## config.mk

```make
export PLATFORM = sky130hd
export DESIGN_NAME = three_wire_rtc_serial_master_core
export DESIGN_NICKNAME = d
export VERILOG_FILES = /design/src/rtl/twrsm_pkg.sv /design/src/rtl/three_wire_rtc_serial_master_core.sv
export SDC_FILE = /design/constraint.sdc
export NUM_CORES = 1
export LEC_CHECK = 0
export ABC_CLOCK_PERIOD_IN_PS = 4800
export BUFFER_PORTS_ARGS = -buffer_cell sky130_fd_sc_hd__buf_2
export CORE_MARGIN = 1
export CORE_UTILIZATION = 30
export CTS_CLUSTER_DIAMETER = 100
export CTS_CLUSTER_SIZE = 16
export DETAILED_ROUTE_END_ITERATION = 16
export HOLD_SLACK_MARGIN = 0.08
export SKIP_LAST_GASP = 1
export SLEW_MARGIN = 20
export SYNTH_ARGS = -nofsm -noshare
export SYNTH_HDL_FRONTEND = slang
export SYNTH_SLANG_ARGS = --single-unit
```

## constraint.sdc

```tcl
create_clock -name clock -period 4.8 [get_ports clock]
set_clock_uncertainty 0.2 [all_clocks]
set_input_delay 0.48 -clock clock [delete_from_list [all_inputs] [get_ports clock]]
set_output_delay 0.48 -clock clock [all_outputs]
set_load 0.05 [all_outputs]
```

## src/rtl/twrsm_pkg.sv

```systemverilog
// Package for the three-wire serial master: phase and request codes, field widths,
// and the BCD encode/decode helpers used by the core.
// No dependencies.
package twrsm_pkg;

   localparam int unsigned AddrWidth  = 8;
   localparam int unsigned ValueWidth = 7;
   localparam int unsigned ByteWidth  = 8;
   localparam int unsigned CountWidth = 4;
   localparam int unsigned ReqTdataWidth = 16;
   localparam int unsigned RspTdataWidth = 16;

   typedef enum logic [1:0] {
      REQ_TICK  = 2'd0,
      REQ_WRITE = 2'd1,
      REQ_READ  = 2'd2,
      REQ_SPARE = 2'd3
   } req_code_type;

   typedef enum logic [2:0] {
      PH_IDLE  = 3'd0,
      PH_CMD   = 3'd1,
      PH_WDATA = 3'd2,
      PH_RDATA = 3'd3,
      PH_END   = 3'd4
   } phase_type;

   // Pin and status levels for one tick
   typedef struct packed {
      logic [ByteWidth-1:0] read_value;
      logic                 done;
      logic                 busy;
      logic                 drive;
      logic                 dout;
      logic                 clk;
      logic                 en;
   } result_type;

   // Packed BCD of a 7-bit value; tens come from a multiply by 205/2048
   function automatic logic [ByteWidth-1:0] to_bcd(input logic [ValueWidth-1:0] v);
      logic [14:0] prod;
      logic [3:0]  tens;
      logic [ValueWidth-1:0] tens_x10;
      logic [ValueWidth-1:0] units;
      prod     = 15'(v) * 15'd205;
      tens     = prod[14:11];
      tens_x10 = ValueWidth'({tens, 3'b000}) + ValueWidth'({tens, 1'b0});
      units    = v - tens_x10;
      return {tens, units[3:0]};
   endfunction

   // high nibble * 10 + low nibble
   function automatic logic [ByteWidth-1:0] from_bcd(input logic [ByteWidth-1:0] b);
      logic [ByteWidth-1:0] hi_x10;
      hi_x10 = {1'b0, b[7:4], 3'b000} + {3'b000, b[7:4], 1'b0};
      return hi_x10 + {4'b0000, b[3:0]};
   endfunction

endpackage

```

## src/rtl/three_wire_rtc_serial_master_core.sv

```systemverilog
// Three-wire serial master core: tick-driven sequencer for command and data bytes.
// Depends on twrsm_pkg.
//
// Each request item is one tick of the serial waveform and yields exactly one response
// item holding the pin levels for that tick. The core takes one item every clock cycle
// and registers its response; the response side has a two-entry buffer, so a stalled
// response holds up the request side only once both entries are full. A write or read
// request is honored only while the sequencer is idle. A transaction runs a request tick,
// 16 command ticks, 16 data ticks and an end tick that carries done and the decoded read
// value.
module three_wire_rtc_serial_master_core (
   input  logic        clock,
   input  logic        reset,
   input  logic        req_tvalid,
   output logic        req_tready,
   // [7:0] reg_addr, [14:8] value, [15] sda_in
   input  logic [twrsm_pkg::ReqTdataWidth-1:0] req_tdata,
   // [1:0] req_type
   input  logic [1:0]  req_tuser,
   output logic        rsp_tvalid,
   input  logic        rsp_tready,
   // [0] enable_pin, [1] clock_pin, [2] data_out, [3] data_drive, [4] busy_res,
   // [12:5] read_value, [15:13] zero
   output logic [twrsm_pkg::RspTdataWidth-1:0] rsp_tdata,
   // done_res
   output logic        rsp_tlast
);

   twrsm_pkg::phase_type phase_ff, phase_in;
   logic [twrsm_pkg::CountWidth-1:0] bit_count_ff, bit_count_in;
   logic clock_high_ff, clock_high_in;
   logic is_read_ff, is_read_in;
   logic [twrsm_pkg::ByteWidth-1:0] tx_shift_ff, tx_shift_in;
   logic [twrsm_pkg::ByteWidth-1:0] data_byte_ff, data_byte_in;
   logic [twrsm_pkg::ByteWidth-1:0] rx_shift_ff, rx_shift_in;
   logic [twrsm_pkg::ByteWidth-1:0] last_read_ff, last_read_in;

   twrsm_pkg::result_type result;
   twrsm_pkg::result_type out_ff, out_in;
   twrsm_pkg::result_type skid_ff, skid_in;
   logic out_vld_ff, out_vld_in;
   logic skid_vld_ff, skid_vld_in;

   twrsm_pkg::req_code_type req_code;
   logic [twrsm_pkg::AddrWidth-1:0]  req_addr;
   logic [twrsm_pkg::ValueWidth-1:0] req_value;
   logic req_sda;
   logic req_start;
   logic req_is_read;
   logic accept;
   logic out_take;
   logic [twrsm_pkg::CountWidth-1:0] cnt_inc;
   logic last_bit;
   logic [twrsm_pkg::ByteWidth-1:0] tx_next;

   assign req_code    = twrsm_pkg::req_code_type'(req_tuser);
   assign req_addr    = req_tdata[7:0];
   assign req_value   = req_tdata[14:8];
   assign req_sda     = req_tdata[15];
   assign req_is_read = (req_code == twrsm_pkg::REQ_READ);
   assign req_start   = (req_code == twrsm_pkg::REQ_WRITE) || req_is_read;

   assign req_tready = !skid_vld_ff;
   assign accept     = req_tvalid && req_tready;
   assign out_take   = out_vld_ff && rsp_tready;

   assign cnt_inc  = bit_count_ff + twrsm_pkg::CountWidth'(1);
   assign last_bit = cnt_inc[twrsm_pkg::CountWidth-1];

   // Next phase
   always_comb begin
      phase_in = phase_ff;
      unique case (phase_ff)
         twrsm_pkg::PH_IDLE: begin
            if (req_start) phase_in = twrsm_pkg::PH_CMD;
         end
         twrsm_pkg::PH_CMD: begin
            if (clock_high_ff && last_bit)
               phase_in = is_read_ff ? twrsm_pkg::PH_RDATA : twrsm_pkg::PH_WDATA;
         end
         twrsm_pkg::PH_WDATA, twrsm_pkg::PH_RDATA: begin
            if (clock_high_ff && last_bit) phase_in = twrsm_pkg::PH_END;
         end
         twrsm_pkg::PH_END: phase_in = twrsm_pkg::PH_IDLE;
         default: phase_in = twrsm_pkg::PH_IDLE;
      endcase
   end

   // Datapath and pin levels
   always_comb begin
      bit_count_in  = bit_count_ff;
      clock_high_in = clock_high_ff;
      is_read_in    = is_read_ff;
      tx_shift_in   = tx_shift_ff;
      data_byte_in  = data_byte_ff;
      rx_shift_in   = rx_shift_ff;
      last_read_in  = last_read_ff;
      tx_next       = tx_shift_ff;
      result        = '0;
      result.drive  = 1'b1;
      unique case (phase_ff)
         twrsm_pkg::PH_CMD, twrsm_pkg::PH_WDATA: begin
            result.en   = 1'b1;
            result.busy = 1'b1;
            if (!clock_high_ff) begin
               result.clk    = 1'b1;
               result.dout   = tx_shift_ff[0];
               clock_high_in = 1'b1;
            end else begin
               clock_high_in = 1'b0;
               tx_next       = tx_shift_ff >> 1;
               bit_count_in  = cnt_inc;
               if (last_bit) begin
                  bit_count_in = '0;
                  if (phase_ff == twrsm_pkg::PH_CMD) begin
                     if (is_read_ff) begin
                        rx_shift_in  = '0;
                        result.drive = 1'b0;
                     end else begin
                        tx_next = data_byte_ff;
                     end
                  end
               end
               tx_shift_in = tx_next;
               result.dout = result.drive & tx_next[0];
            end
         end
         twrsm_pkg::PH_RDATA: begin
            result.en    = 1'b1;
            result.busy  = 1'b1;
            result.drive = 1'b0;
            if (!clock_high_ff) begin
               // sample before the rising edge
               rx_shift_in   = {req_sda, rx_shift_ff[7:1]};
               result.clk    = 1'b1;
               clock_high_in = 1'b1;
            end else begin
               clock_high_in = 1'b0;
               bit_count_in  = cnt_inc;
               if (last_bit) begin
                  bit_count_in = '0;
                  last_read_in = twrsm_pkg::from_bcd(rx_shift_ff);
               end
            end
         end
         twrsm_pkg::PH_END: begin
            result.busy       = 1'b1;
            result.done       = 1'b1;
            result.read_value = is_read_ff ? last_read_ff : '0;
         end
         default: begin
            if (req_start) begin
               is_read_in    = req_is_read;
               tx_shift_in   = {req_addr[7:1], req_is_read};
               data_byte_in  = req_is_read ? '0 : twrsm_pkg::to_bcd(req_value);
               bit_count_in  = '0;
               clock_high_in = 1'b0;
               result.en     = 1'b1;
               result.busy   = 1'b1;
               result.dout   = req_is_read;
            end
         end
      endcase
   end

   // Two-entry response buffer
   always_comb begin
      out_in      = out_ff;
      skid_in     = skid_ff;
      out_vld_in  = out_vld_ff;
      skid_vld_in = skid_vld_ff;
      if (accept) begin
         if (!out_vld_ff || out_take) begin
            out_in     = result;
            out_vld_in = 1'b1;
         end else begin
            skid_in     = result;
            skid_vld_in = 1'b1;
         end
      end else if (out_take) begin
         if (skid_vld_ff) begin
            out_in      = skid_ff;
            skid_vld_in = 1'b0;
         end else begin
            out_vld_in = 1'b0;
         end
      end
   end

   always_ff @(posedge clock) begin
      if (reset) begin
         phase_ff      <= twrsm_pkg::PH_IDLE;
         bit_count_ff  <= '0;
         clock_high_ff <= 1'b0;
         is_read_ff    <= 1'b0;
         tx_shift_ff   <= '0;
         data_byte_ff  <= '0;
         rx_shift_ff   <= '0;
         last_read_ff  <= '0;
         out_vld_ff    <= 1'b0;
         skid_vld_ff   <= 1'b0;
      end else begin
         if (accept) begin
            phase_ff      <= phase_in;
            bit_count_ff  <= bit_count_in;
            clock_high_ff <= clock_high_in;
            is_read_ff    <= is_read_in;
            tx_shift_ff   <= tx_shift_in;
            data_byte_ff  <= data_byte_in;
            rx_shift_ff   <= rx_shift_in;
            last_read_ff  <= last_read_in;
         end
         out_vld_ff  <= out_vld_in;
         skid_vld_ff <= skid_vld_in;
      end
   end

   always_ff @(posedge clock) begin
      out_ff  <= out_in;
      skid_ff <= skid_in;
   end

   assign rsp_tvalid = out_vld_ff;
   assign rsp_tlast  = out_ff.done;
   assign rsp_tdata  = {3'b000, out_ff.read_value, out_ff.busy, out_ff.drive,
                        out_ff.dout, out_ff.clk, out_ff.en};

endmodule

```

# Word-level counts from Yosys, hierarchy flattened
# Index checks and enable logic that the tools add are counted.
totals:
  reg_bits: 71
  latch_bits: 0
  mem_bits_rw: 0
  romBits: 0
  input_bits: 22
  out_inout_bits: 19
  n_memories: 0
classes:
  n_addsub: 5
  multipliers: 1
  div: 0
  magnitude_cmp: 0
  eq_ne: 18
  n_shift: 0
  n_mux: 54
  bitwise: 5
  n_reduce_logical: 29
op_table:
  columns: ["op", "n"]
  rows:
  - ["$mux 8", 14]
  - ["$mux 14", 4]
  - ["$pmux 8 s2", 2]
  - ["$mux 1", 21]
  - ["$ne 2x2->1 const B", 9]
  - ["$reduce_and 4->1", 4]
  - ["$mul 7x8->15 const B", 1]
  - ["$mux 3", 4]
  - ["$reduce_and 3->1", 4]
  - ["$reduce_bool 2->1", 5]
  - ["$mux 9", 1]
  - ["$pmux 3 s3", 1]
  - ["$add 7x5->8", 1]
  - ["$add 8x4->8", 1]
  - ["$mux 4", 2]
  - ["$pmux 1 s2", 4]
  - ["$pmux 4 s2", 1]
  - ["$reduce_and 7->1", 1]
  - ["$eq 3x2->1 const B", 2]
  - ["$ne 2x1->1 const B", 3]
  - ["$reduce_or 2->1", 3]
  - ["$add 4x1->4 const B", 1]
  - ["$add 4x4->4", 1]
  - ["$not 1->1", 4]
  - ["13 further kinds", 18]

# Logic depth before layout (Yosys ltp)
# Gate-level depths: netlist (run 1).
depth:
  word_depth: 10
  mapped_depth: 18
  ltp_nobuf: 18

# Worst setup path before layout (run 1)
# Ideal clock, no wire load.
synth_path:
  kind: "input to register"
  startpoint: "input port req_tdata[12] (netlist name)"
  endpoint: "register data_byte_ff[3] (netlist name)"
  setup_ns: 0.117
  arrival_ns: 4.045
  required_time_ns: 4.483
  slack_ns: 0.439
  cell_stages: 18
  path_buffers: 0
  path_cell_list: "ha_1 > ha_1 > fa_1 > inv_1 > fa_1 > inv_1 > ha_1 > a21oi_1 > a211o_1 > nand2_1 > a31oi_1 > xnor2_1 > ha_1 > nand2_1 > nand3_1 > mux2i_1 > xnor3_1 > a22o_1"
synth_between:
  elab_chain_len: 4
synth_lines:
  columns: ["element", "line_no", "text"]
  rows:
  - ["start, declared", "three_wire_rtc_serial_master_core.sv:17", "input logic [twrsm_pkg::ReqTdataWidth-1:0] req_tdata,"]
  - ["$mul 7x8->15", "twrsm_pkg.sv:45", "prod = 15'(v) * 15'd205;"]
  - ["$add 4x4->4", "twrsm_pkg.sv:47", "tens_x10 = ValueWidth'({tens, 3'b000}) + ValueWidth'({tens, 1'b0});"]
  - ["$sub 4x4->4", "twrsm_pkg.sv:48", "units = v - tens_x10;"]
  - ["$mux 8", "three_wire_rtc_serial_master_core.sv:155", "data_byte_in = req_is_read ? '0 : twrsm_pkg::to_bcd(req_value);"]
  - ["end signal, assigned", "three_wire_rtc_serial_master_core.sv:209", "data_byte_ff <= data_byte_in;"]
  - ["end, declared", "three_wire_rtc_serial_master_core.sv:34", "logic [twrsm_pkg::ByteWidth-1:0] data_byte_ff, data_byte_in;"]
# No other way between the ends.
# A chain may end at the register's enable or synchronous reset.

# Worst setup path in the final report (run 1)
# Ends and elaborated chain as after synthesis.

==> results.py, run 1 <==
metrics = {
    "cts": {
        "clkTransAtPathRegs_ps": 50,
        "clock_path_buffers": 2,
        "tritoncts": "done",
        "clkSinkCount": 70,
        "post_cts_buffers": 0,
        "numCtsBuffers": 9,
        "cts_max_level": 3,
        "cts-resized-gates": 0,
        "clock-root-buffer": "clkbuf_16",
        "clk_latency_ps": 320,
        "cts_hold_buffers": 0,
    },
    "finish": {
        "area_delta_synth_final_pct": 15.1,
        "stdcell_count": 645,
        "fin_nets": 539,
        "final_common_cell": "ha_1",
        "most-common-layout-cells": "ha_1 (47), nor2_1 (43), dfxtp_1 (42), nand2_1 (41), a21oi_1 (38)",
        "postLayoutCellArea_sq_um": 4880,
        "diodes": 0,
        "drive_gt1_share_pct": 15.9,
    },
    "power_and_ir_drop": {
        "ir_drop_v": 0.000131,
        "p_leak_uw": 0.00214,
        "p_per_area_nw_per_um2": 358,
    },
    "drt": {
        "drt.antenna.violating_nets": 0,
        "drt-met1-wl_microns": 3800,
        "initialDrtViolationCount": 192,
        "highest_layer": "met4",
        "drc": 0,
        "dr_wl_met3_microns": 323,
        "firstDrtPassIters": 4,
        "vias": 3020,
        "routed_wl_microns": 7960,
        "via_per_inst": 4.68,
        "wl_met2_microns": 3760,
        "wl_per_cell_microns": 12.3,
    },
    "critical_path": {
        "critPathMaxStageDelay_ps": 500,
        "start_kind": "primary input",
        "crit_buf_inv": 3,
        "cp_common_cell": "ha_1",
        "critPathKind": "primary input to register",
        "slowest_stage": "fa_1",
        "crit_required_ps": 4810,
        "path_max_fanout": 4,
        "crit_arrival_ps": 4370,
        "path_cells": "buf_2, ha_1, ha_1, fa_1, inv_1, fa_1, inv_1, ha_1, a21oi_1, a211o_1, nand2_1, a31oi_1, xnor2_1, ha_1, nand2_1, nand3_1, mux2i_1, xnor3_1, a22o_1",
        "end_kind": "register",
        "cp_top_family": "adder cells",
    },
    "yosys": {
        "synthCells": 426,
        "synthDistinctLibCells": 53,
        "ys_top_cells_by_area": "dfxtp_1 (20%), edfxtp_1 (20%), ha_1 (14%)",
        "yosysTopAreaCell": "dfxtp_1",
        "synth_top_cell_area_share_pct": 19.8,
        "ys_warn_count": 0,
        "synth-seq-cells": 70,
        "syn_avg_cell_area_sq_um": 9.95,
        "ys_seq_area_share_pct": 39.7,
        "ys.flop_type": "dfxtp_1",
        "synth_area_sq_um": 4240,
        "synth-edff-count": 28,
        "synth-async-reset-ratio_pct": 0,
    },
    "global_route": {
        "grt_use_total_pct": 11.8,
        "grt_start_max_net_pins": 41,
        "grt_pass1_vias": 2907,
        "grt_overflow": 0,
        "grt_pass1_wl_microns": 13800,
        "grt_antenna_before_repair": 0,
    },
    "floorplanning": {
        "fp-row-count": 43,
        "die_w_microns": 121,
        "die_h_microns": 121,
        "start_util_pct": 30.7,
        "io_pins": 41,
        "core_sq_um": 13800,
        "die_area_sq_um": 14600,
    },
    "placed_design": {
        "dp.cells": 629,
        "hpwl_microns": 6060,
        "placed_area_sq_um": 4580,
        "port_buffers": 36,
        "gp_congestion": 0.755,
    },
    "sta": {
        "final-setup-viol-count": 0,
        "period_share_pct": 90.8,
        "whs_ps": 179,
        "period_minus_slack_ps": 4360,
        "rsz0062_at_grt": "false",
        "tightest_slew_ps": 789,
        "finalSetupTns_ps": 0,
        "slew_headroom_pct": 47.4,
        "finalHoldViolCount": 0,
        "maxSlewViolCount": 0,
        "fmax_mhz": 229,
    },
    "min_path": {
        "hold_class": "primary input to register",
    },
    "job": {
        "drv_cap": 0,
    },
    "status": {
        "status": "finished, final reports clean",
    },
}
routing by layer:
| metal | vias to the layer above | track usage, % |
|---|---|---|
| li1 | 1547 | - |
| met1 | 1410 | 15.3 |
| met2 | 55 | 19.6 |
| met3 | 8 | 1.93 |
| met4 | 0 | 4.17 |
| met5 | - | 0 |
state kept, by name, summed over array words and instances, names as in the netlist:
name           count
phase_ff           3
bit_count_ff       3
rsp_tdata         13
rx_shift_ff        8
skid_ff           14
rsp_tvalid         1
last_read_ff       8
is_read_ff         1
skid_vld_ff        1
clock_high_ff      1
rsp_tlast          1
data_byte_ff       8
tx_shift_ff        8
per-stage QoR:
step	util (%)	setup slack, ps	power, uW
final	35.3	441	1750
after global routing	35.3	163	1850
after CTS	35.3	406	1770
after detailed placement	33.1	57.9	1100
after global placement	33.1	79.3	1090
after floorplan	-	439	1010
area by class of cell:
type	count	area, sq um
clock inverters	5	58.8
multi-input cells	312	2360
flip-flops and latches	70	1680
inverters	28	105
repair buffers	39	203
fillers	1377	8950
clock buffers	11	243
well taps	180	225
path summary, 6_finish.rpt:
| kind | cells after the start | end | startpoint | slack (ps) |
|---|---|---|---|---|
| worst max-delay path | 19 | data_byte_ff[3] | req_tdata[12] | 440 |
| worst min-delay path | 2 | skid_vld_ff | rsp_tready | 180 |
| worst max register to register | 7 | last_read_ff[6] | rx_shift_ff[6] | 2460 |
| worst min register to register | 2 | last_read_ff[6] | last_read_ff[6] | 250 |
cells by family after synthesis:
family,count (synthesis),share of synthesized area [%]
buffers and inverters,46,4.78
and+or+nand+nor,129,14.8
xor gates and xnor gates,15,3.42
other,1,0.0884
DFF,70,39.7
AOI/OAI and AO/OA,78,11.3
adders and majority gates,58,18.8
muxes,29,7.17
Yosys cell counts (6+ instances only):
cell / n
nand3_1: 6
edfxtp_1: 28
a21o_1: 6
o21ai_1: 8
dfxtp_1: 42
and2_1: 8
inv_1: 28
xnor2_1: 7
xor2_1: 7
clkbuf_1: 9
mux2i_1: 18
nor3_1: 8
mux2_2: 10
nor2_1: 43
ha_1: 47
fa_1: 10
a21oi_1: 38
nand2_1: 41
report_power, final:
group          internal [uW]  switching (uW)
Clock                    416             239
Combinational            181             244
Sequential               648            17.7
Total                   1240             501
(Power assumes the default switching activity.)
==> run 2, diff against run 1 <==
--- a/config.mk
+++ b/config.mk
@@ -5,7 +5,7 @@
 export SDC_FILE = /design/constraint.sdc
 export NUM_CORES = 1
 export LEC_CHECK = 0
-export ABC_CLOCK_PERIOD_IN_PS = 4800
+export ABC_CLOCK_PERIOD_IN_PS = 5040
 export BUFFER_PORTS_ARGS = -buffer_cell sky130_fd_sc_hd__buf_2
 export CORE_MARGIN = 1
 export CORE_UTILIZATION = 30
==> constraint.sdc (replaced) <==
create_clock -name clock -period 5.04 [get_ports clock]
set_clock_uncertainty 0.2 [all_clocks]
set_input_delay 0.504 -clock clock [delete_from_list [all_inputs] [get_ports clock]]
set_output_delay 0.504 -clock clock [all_outputs]
set_load 0.05 [all_outputs]
==> results.py, run 2 (synthesis gave the netlist of run 1 again) <==
metrics = {
    "global_route": {
        "grt_antenna_before_repair": 0,
        "grt_pass1_wl_microns": 13800,
        "grt_use_total_pct": 11.7,
        "grt_pass1_vias": 2987,
        "grt_overflow": 0,
        "grt_start_max_net_pins": 41,
    },
    "cts": {
        "numCtsBuffers": 9,
        "clkTransAtPathRegs_ps": 50,
        "cts_max_level": 3,
        "clock_path_buffers": 2,
        "tritoncts": "done",
        "clock-root-buffer": "clkbuf_16",
        "clkSinkCount": 70,
        "post_cts_buffers": 0,
        "cts-resized-gates": 0,
        "clk_latency_ps": 320,
        "cts_hold_buffers": 0,
    },
    "drt": {
        "routed_wl_microns": 8040,
        "drc": 0,
        "wl_per_cell_microns": 12.5,
        "drt.antenna.violating_nets": 0,
        "initialDrtViolationCount": 186,
        "firstDrtPassIters": 4,
        "via_per_inst": 4.73,
        "vias": 3047,
    },
    "sta": {
        "whs_ps": 198,
        "maxSlewViolCount": 0,
        "final-setup-viol-count": 0,
        "slew_headroom_pct": 47.8,
        "rsz0062_at_grt": "false",
        "setup_ws_ps": 499,
        "finalHoldViolCount": 0,
        "period_share_pct": 90.1,
        "finalSetupTns_ps": 0,
        "tightest_slew_ps": 783,
        "fmax_mhz": 220,
        "period_minus_slack_ps": 4540,
    },
    "critical_path": {
        "crit_arrival_ps": 4550,
        "end_kind": "register",
        "path_max_fanout": 4,
        "critPathKind": "primary input to register",
        "start_kind": "primary input",
        "crit_required_ps": 5050,
    },
    "floorplanning": {
        "start_util_pct": 30.7,
        "fp-row-count": 43,
        "die_w_microns": 121,
        "die_area_sq_um": 14600,
        "die_h_microns": 121,
        "core_sq_um": 13800,
        "io_pins": 41,
    },
    "finish": {
        "drive_gt1_share_pct": 15.9,
        "most-common-layout-cells": "ha_1 (47), nor2_1 (43), dfxtp_1 (42), nand2_1 (41), a21oi_1 (38)",
        "diodes": 0,
        "regMostFlops": "skid_ff",
        "fin_nets": 538,
        "final_common_cell": "ha_1",
        "area_delta_synth_final_pct": 16.0,
        "largest_reg_flops": 14,
    },
    "job": {
        "drv_cap": 0,
    },
    "placed_design": {
        "hpwl_microns": 6150,
        "place_ws_ps": 102,
        "port_buffers": 36,
        "gp_congestion": 0.752,
    },
    "min_path": {
        "hold_class": "primary input to register",
    },
    "status": {
        "status": "finished, final reports clean",
    },
    "power_and_ir_drop": {
        "p_leak_uw": 0.00216,
        "ir_drop_v": 0.000182,
        "p_per_area_nw_per_um2": 357,
    },
}
[run 2: cell count changes in the layout (fill, tap and decap cells not counted), sizes merged]
cell,before,now
bufinv,1,3
clkbuf,11,9
clkinvlp,2,0
buf,39,38
clkinv,2,3
inv,28,29
[run 2: final timing paths]
| path | end | slack, ps | cells after the start | from |
|---|---|---|---|---|
| worst max-delay path | data_byte_ff[3] | 500 | 19 | req_tdata[12] |
| worst min-delay path | skid_vld_ff | 200 | 2 | rsp_tready |
| worst max register to register | last_read_ff[6] | 2670 | 7 | rx_shift_ff[4] |
| worst min register to register | last_read_ff[5] | 250 | 2 | last_read_ff[5] |
[run 2: report_power, final]
group	internal [uW]	total, uW	switching [uW]	leakage [uW]
clock network	485	718	233	0.000170
registers	617	634	17.3	0.000616
logic	167	401	233	0.00137
total	1270	1750	484	0.00216
[run 2: per-layer routing]
layer	global-route usage, %	part of all wire, %	vias to the layer above	routed length [microns]
met5	0	0	-	0
met4	4.09	1.3	0	106
met3	2.02	3.8	10	308
met2	19.9	48	55	3830
met1	14.8	47	1426	3800
li1	-	-	1556	-
[run 2: stage by stage]
stage | utilization (%) | area, sq um | std cells | power [uW]
detailed placement | 33.1 | 4570 | 628 | 1050
global route | 35.6 | 4920 | 644 | 1850
CTS | 35.6 | 4920 | 644 | 1780
global placement | 33.1 | 4570 | 628 | 1040
floorplan | - | 4250 | 428 | 963
finish | 35.6 | 4920 | 644 | 1750
[run 2: layout make-up]
class                   count  area, sq um
clock inverters             7          121
flip-flops and latches     70         1680
repair buffers             38          195
fillers                  1374         8910
well taps                 180          225
inverters                  28          105
multi-input cells         312         2360
clock buffers               9          225
[run 2: critical path: stages]
cell and delay, ps:
buf_2 130, ha_1 310, ha_1 310, fa_1 510, inv_1 60, fa_1 510, inv_1 40, ha_1 260
a21oi_1 60, a211o_1 290, nand2_1 130, a31oi_1 110, xnor2_1 240, ha_1 300, nand2_1 90, nand3_1 80
mux2i_1 170, xnor3_1 230, a22o_1 210
==> run 3, diff against run 2 <==
--- a/config.mk
+++ b/config.mk
@@ -5,6 +5,7 @@
 export SDC_FILE = /design/constraint.sdc
 export NUM_CORES = 1
 export LEC_CHECK = 0
+export ABC_AREA = 1
 export ABC_CLOCK_PERIOD_IN_PS = 5040
 export BUFFER_PORTS_ARGS = -buffer_cell sky130_fd_sc_hd__buf_2
 export CORE_MARGIN = 1
==> results.py, run 3 <==
metrics = {
    "sta": {
        "period_minus_slack_ps": 4140,
        "finalSetupTns_ps": 0,
        "finalHoldViolCount": 0,
        "final-setup-viol-count": 0,
        "slew_headroom_pct": 55.6,
        "period_share_pct": 82.1,
        "fmax_mhz": 242,
        "tightest_slew_ps": 664,
        "rsz0062_at_grt": "false",
        "maxSlewViolCount": 0,
    },
    "yosys": {
        "synth_top_cell_area_share_pct": 20.0,
        "synthTopCellsByCount": "nand2_1 (99), inv_1 (50), a21oi_1 (48)",
        "ys.flop_type": "dfxtp_1",
        "synthCells": 490,
        "yosysTopAreaCell": "dfxtp_1",
        "ys_top_cells_by_area": "dfxtp_1 (20%), edfxtp_1 (20%), ha_1 (14%)",
        "ys_seq_area_share_pct": 40.0,
        "synthDistinctLibCells": 42,
        "synthMostInstantiatedCell": "nand2_1",
        "syn_avg_cell_area_sq_um": 8.59,
        "ys_warn_count": 0,
        "synth-seq-cells": 70,
        "synth_area_sq_um": 4210,
        "synth-edff-count": 28,
        "synth-async-reset-ratio_pct": 0,
    },
    "critical_path": {
        "crit_required_ps": 5030,
        "end_kind": "register",
        "start_kind": "primary input",
        "cp_common_cell": "nand2_1",
        "path_max_fanout": 4,
        "critPathKind": "primary input to register",
        "critPathMaxStageDelay_ps": 500,
        "path_cells": "buf_2, ha_1, ha_1, fa_1, inv_1, fa_1, inv_1, ha_1, nand2_1, inv_1, nand2_1, nand2_1, nand2_1, nand2_1, a21oi_1, xor2_1, inv_1, ha_1, nand2_1, nand4_1, nand2_1, nand2_1, nand3_1, a21oi_1",
        "crit_arrival_ps": 4130,
        "slowest_stage": "fa_1",
    },
    "drt": {
        "vias": 3212,
        "wl_per_cell_microns": 11.4,
        "drt.antenna.violating_nets": 0,
        "initialDrtViolationCount": 150,
        "drc": 0,
        "firstDrtPassIters": 4,
        "routed_wl_microns": 8070,
        "via_per_inst": 4.54,
    },
    "power_and_ir_drop": {
        "ir_drop_v": 0.000200,
        "p_leak_uw": 0.00216,
        "p_per_area_nw_per_um2": 371,
    },
    "finish": {
        "largest_reg_flops": 14,
        "area_delta_synth_final_pct": 15.6,
        "final_common_cell": "nand2_1",
        "fin_util_pct": 36.2,
        "regMostFlops": "skid_ff",
        "nFillCells": 1394,
        "diodes": 0,
        "drive_gt1_share_pct": 15.4,
        "fin_nets": 605,
        "most-common-layout-cells": "nand2_1 (99), inv_1 (50), a21oi_1 (48), ha_1 (47), nor2_1 (45)",
        "postLayoutCellArea_sq_um": 4860,
    },
    "status": {
        "status": "finished, final reports clean",
    },
    "cts": {
        "clk_latency_ps": 330,
        "clock-root-buffer": "clkbuf_16",
        "cts_hold_buffers": 0,
        "clkTransAtPathRegs_ps": 60,
        "cts_max_level": 3,
        "clkSinkCount": 70,
        "post_cts_buffers": 0,
        "tritoncts": "done",
        "numCtsBuffers": 9,
        "clock_path_buffers": 2,
        "cts-resized-gates": 0,
    },
    "floorplanning": {
        "fp-row-count": 42,
        "die_w_microns": 120,
        "die_area_sq_um": 14500,
        "start_util_pct": 31.3,
        "die_h_microns": 120,
        "core_sq_um": 13500,
        "io_pins": 41,
    },
    "placed_design": {
        "gp_congestion": 0.834,
        "hpwl_microns": 6230,
        "port_buffers": 36,
        "placed_area_sq_um": 4540,
    },
    "global_route": {
        "grt_antenna_before_repair": 0,
        "grt_use_total_pct": 12.3,
        "grt_start_max_net_pins": 24,
        "grt_pass1_vias": 3150,
        "grt_overflow": 0,
        "grt_pass1_wl_microns": 14400,
    },
    "min_path": {
        "hold_class": "primary input to register",
    },
    "job": {
        "drv_cap": 0,
    },
}
-- run 3: cell count changes after synthesis, moves of 7 or more --
cell,previous run,this run
a21oi_1,38,48
and2_1,8,0
inv_1,28,50
inv_2,0,7
mux2_2,10,0
mux2i_1,18,0
nand2_1,41,99
nand3_1,6,21
o21ai_0,5,30
-- run 3: cells by family after synthesis --
kind of cell	synth area share, %
AO/OA/AOI/OAI	12.1
XOR/XNOR	1.87
adder cells (fa/ha/maj)	18.7
other	0.0891
buffers and inverters	7.34
AND/OR/NAND/NOR	19.9
flip-flops	40.0
-- run 3: routing by layer --
metal  wire (microns)  GRT usage (%)
met1             3890           15.1
met2             3840           21.3
met3              205           1.70
met4              130           5.56
met5                0              0
-- run 3: worst paths after layout --
path | start | endpoint | depth (start not counted) | slack [ps]
max | req_tdata[12] | data_byte_ff[3] | 24 | 900
min | req_tdata[15] | rx_shift_ff[7] | 3 | 250
max reg2reg | skid_vld_ff | rx_shift_ff[6] | 9 | 2360
min reg2reg | data_byte_ff[5] | data_byte_ff[5] | 2 | 260
-- run 3: layout make-up --
cell class                      instances  area, sq um  area share, %
Clock buffer                            9          225           4.63
Clock inverter                          7         97.6           2.01
Inverter                               60          233           4.78
Multi-Input combinational cell        349         2230           45.8
Sequential cell                        70         1680           34.6
Tap cell                              176          220           4.53
Timing Repair Buffer                   36          180           3.70
-- run 3: where the power goes --
group	total, uW	switching [uW]	leakage (uW)	internal, uW
clock	673	239	0.000148	434
sequential	661	26.8	0.000597	634
combinational	473	310	0.00141	163
total	1810	576	0.00216	1230
-- run 3: metrics by stage --
stage                     hold WS [ps]  power [uW]  std cells  worst slack, ps
after floorplan                    242        1050        492              931
after global placement             256        1140        691              592
after detailed placement           258        1150        691              554
after CTS                          240        1830        707              893
after global routing               277        1930        707              540
final                              251        1810        707              901
-- run 3: worst max-delay path, delay by kind of cell --
kind	cells	cell delay, ps
adder cells (fa/ha/maj)	6	2170
AND/OR/NAND/NOR	10	750
buffers and inverters	5	340
AO/OA/AOI/OAI	2	210
XOR/XNOR	1	150
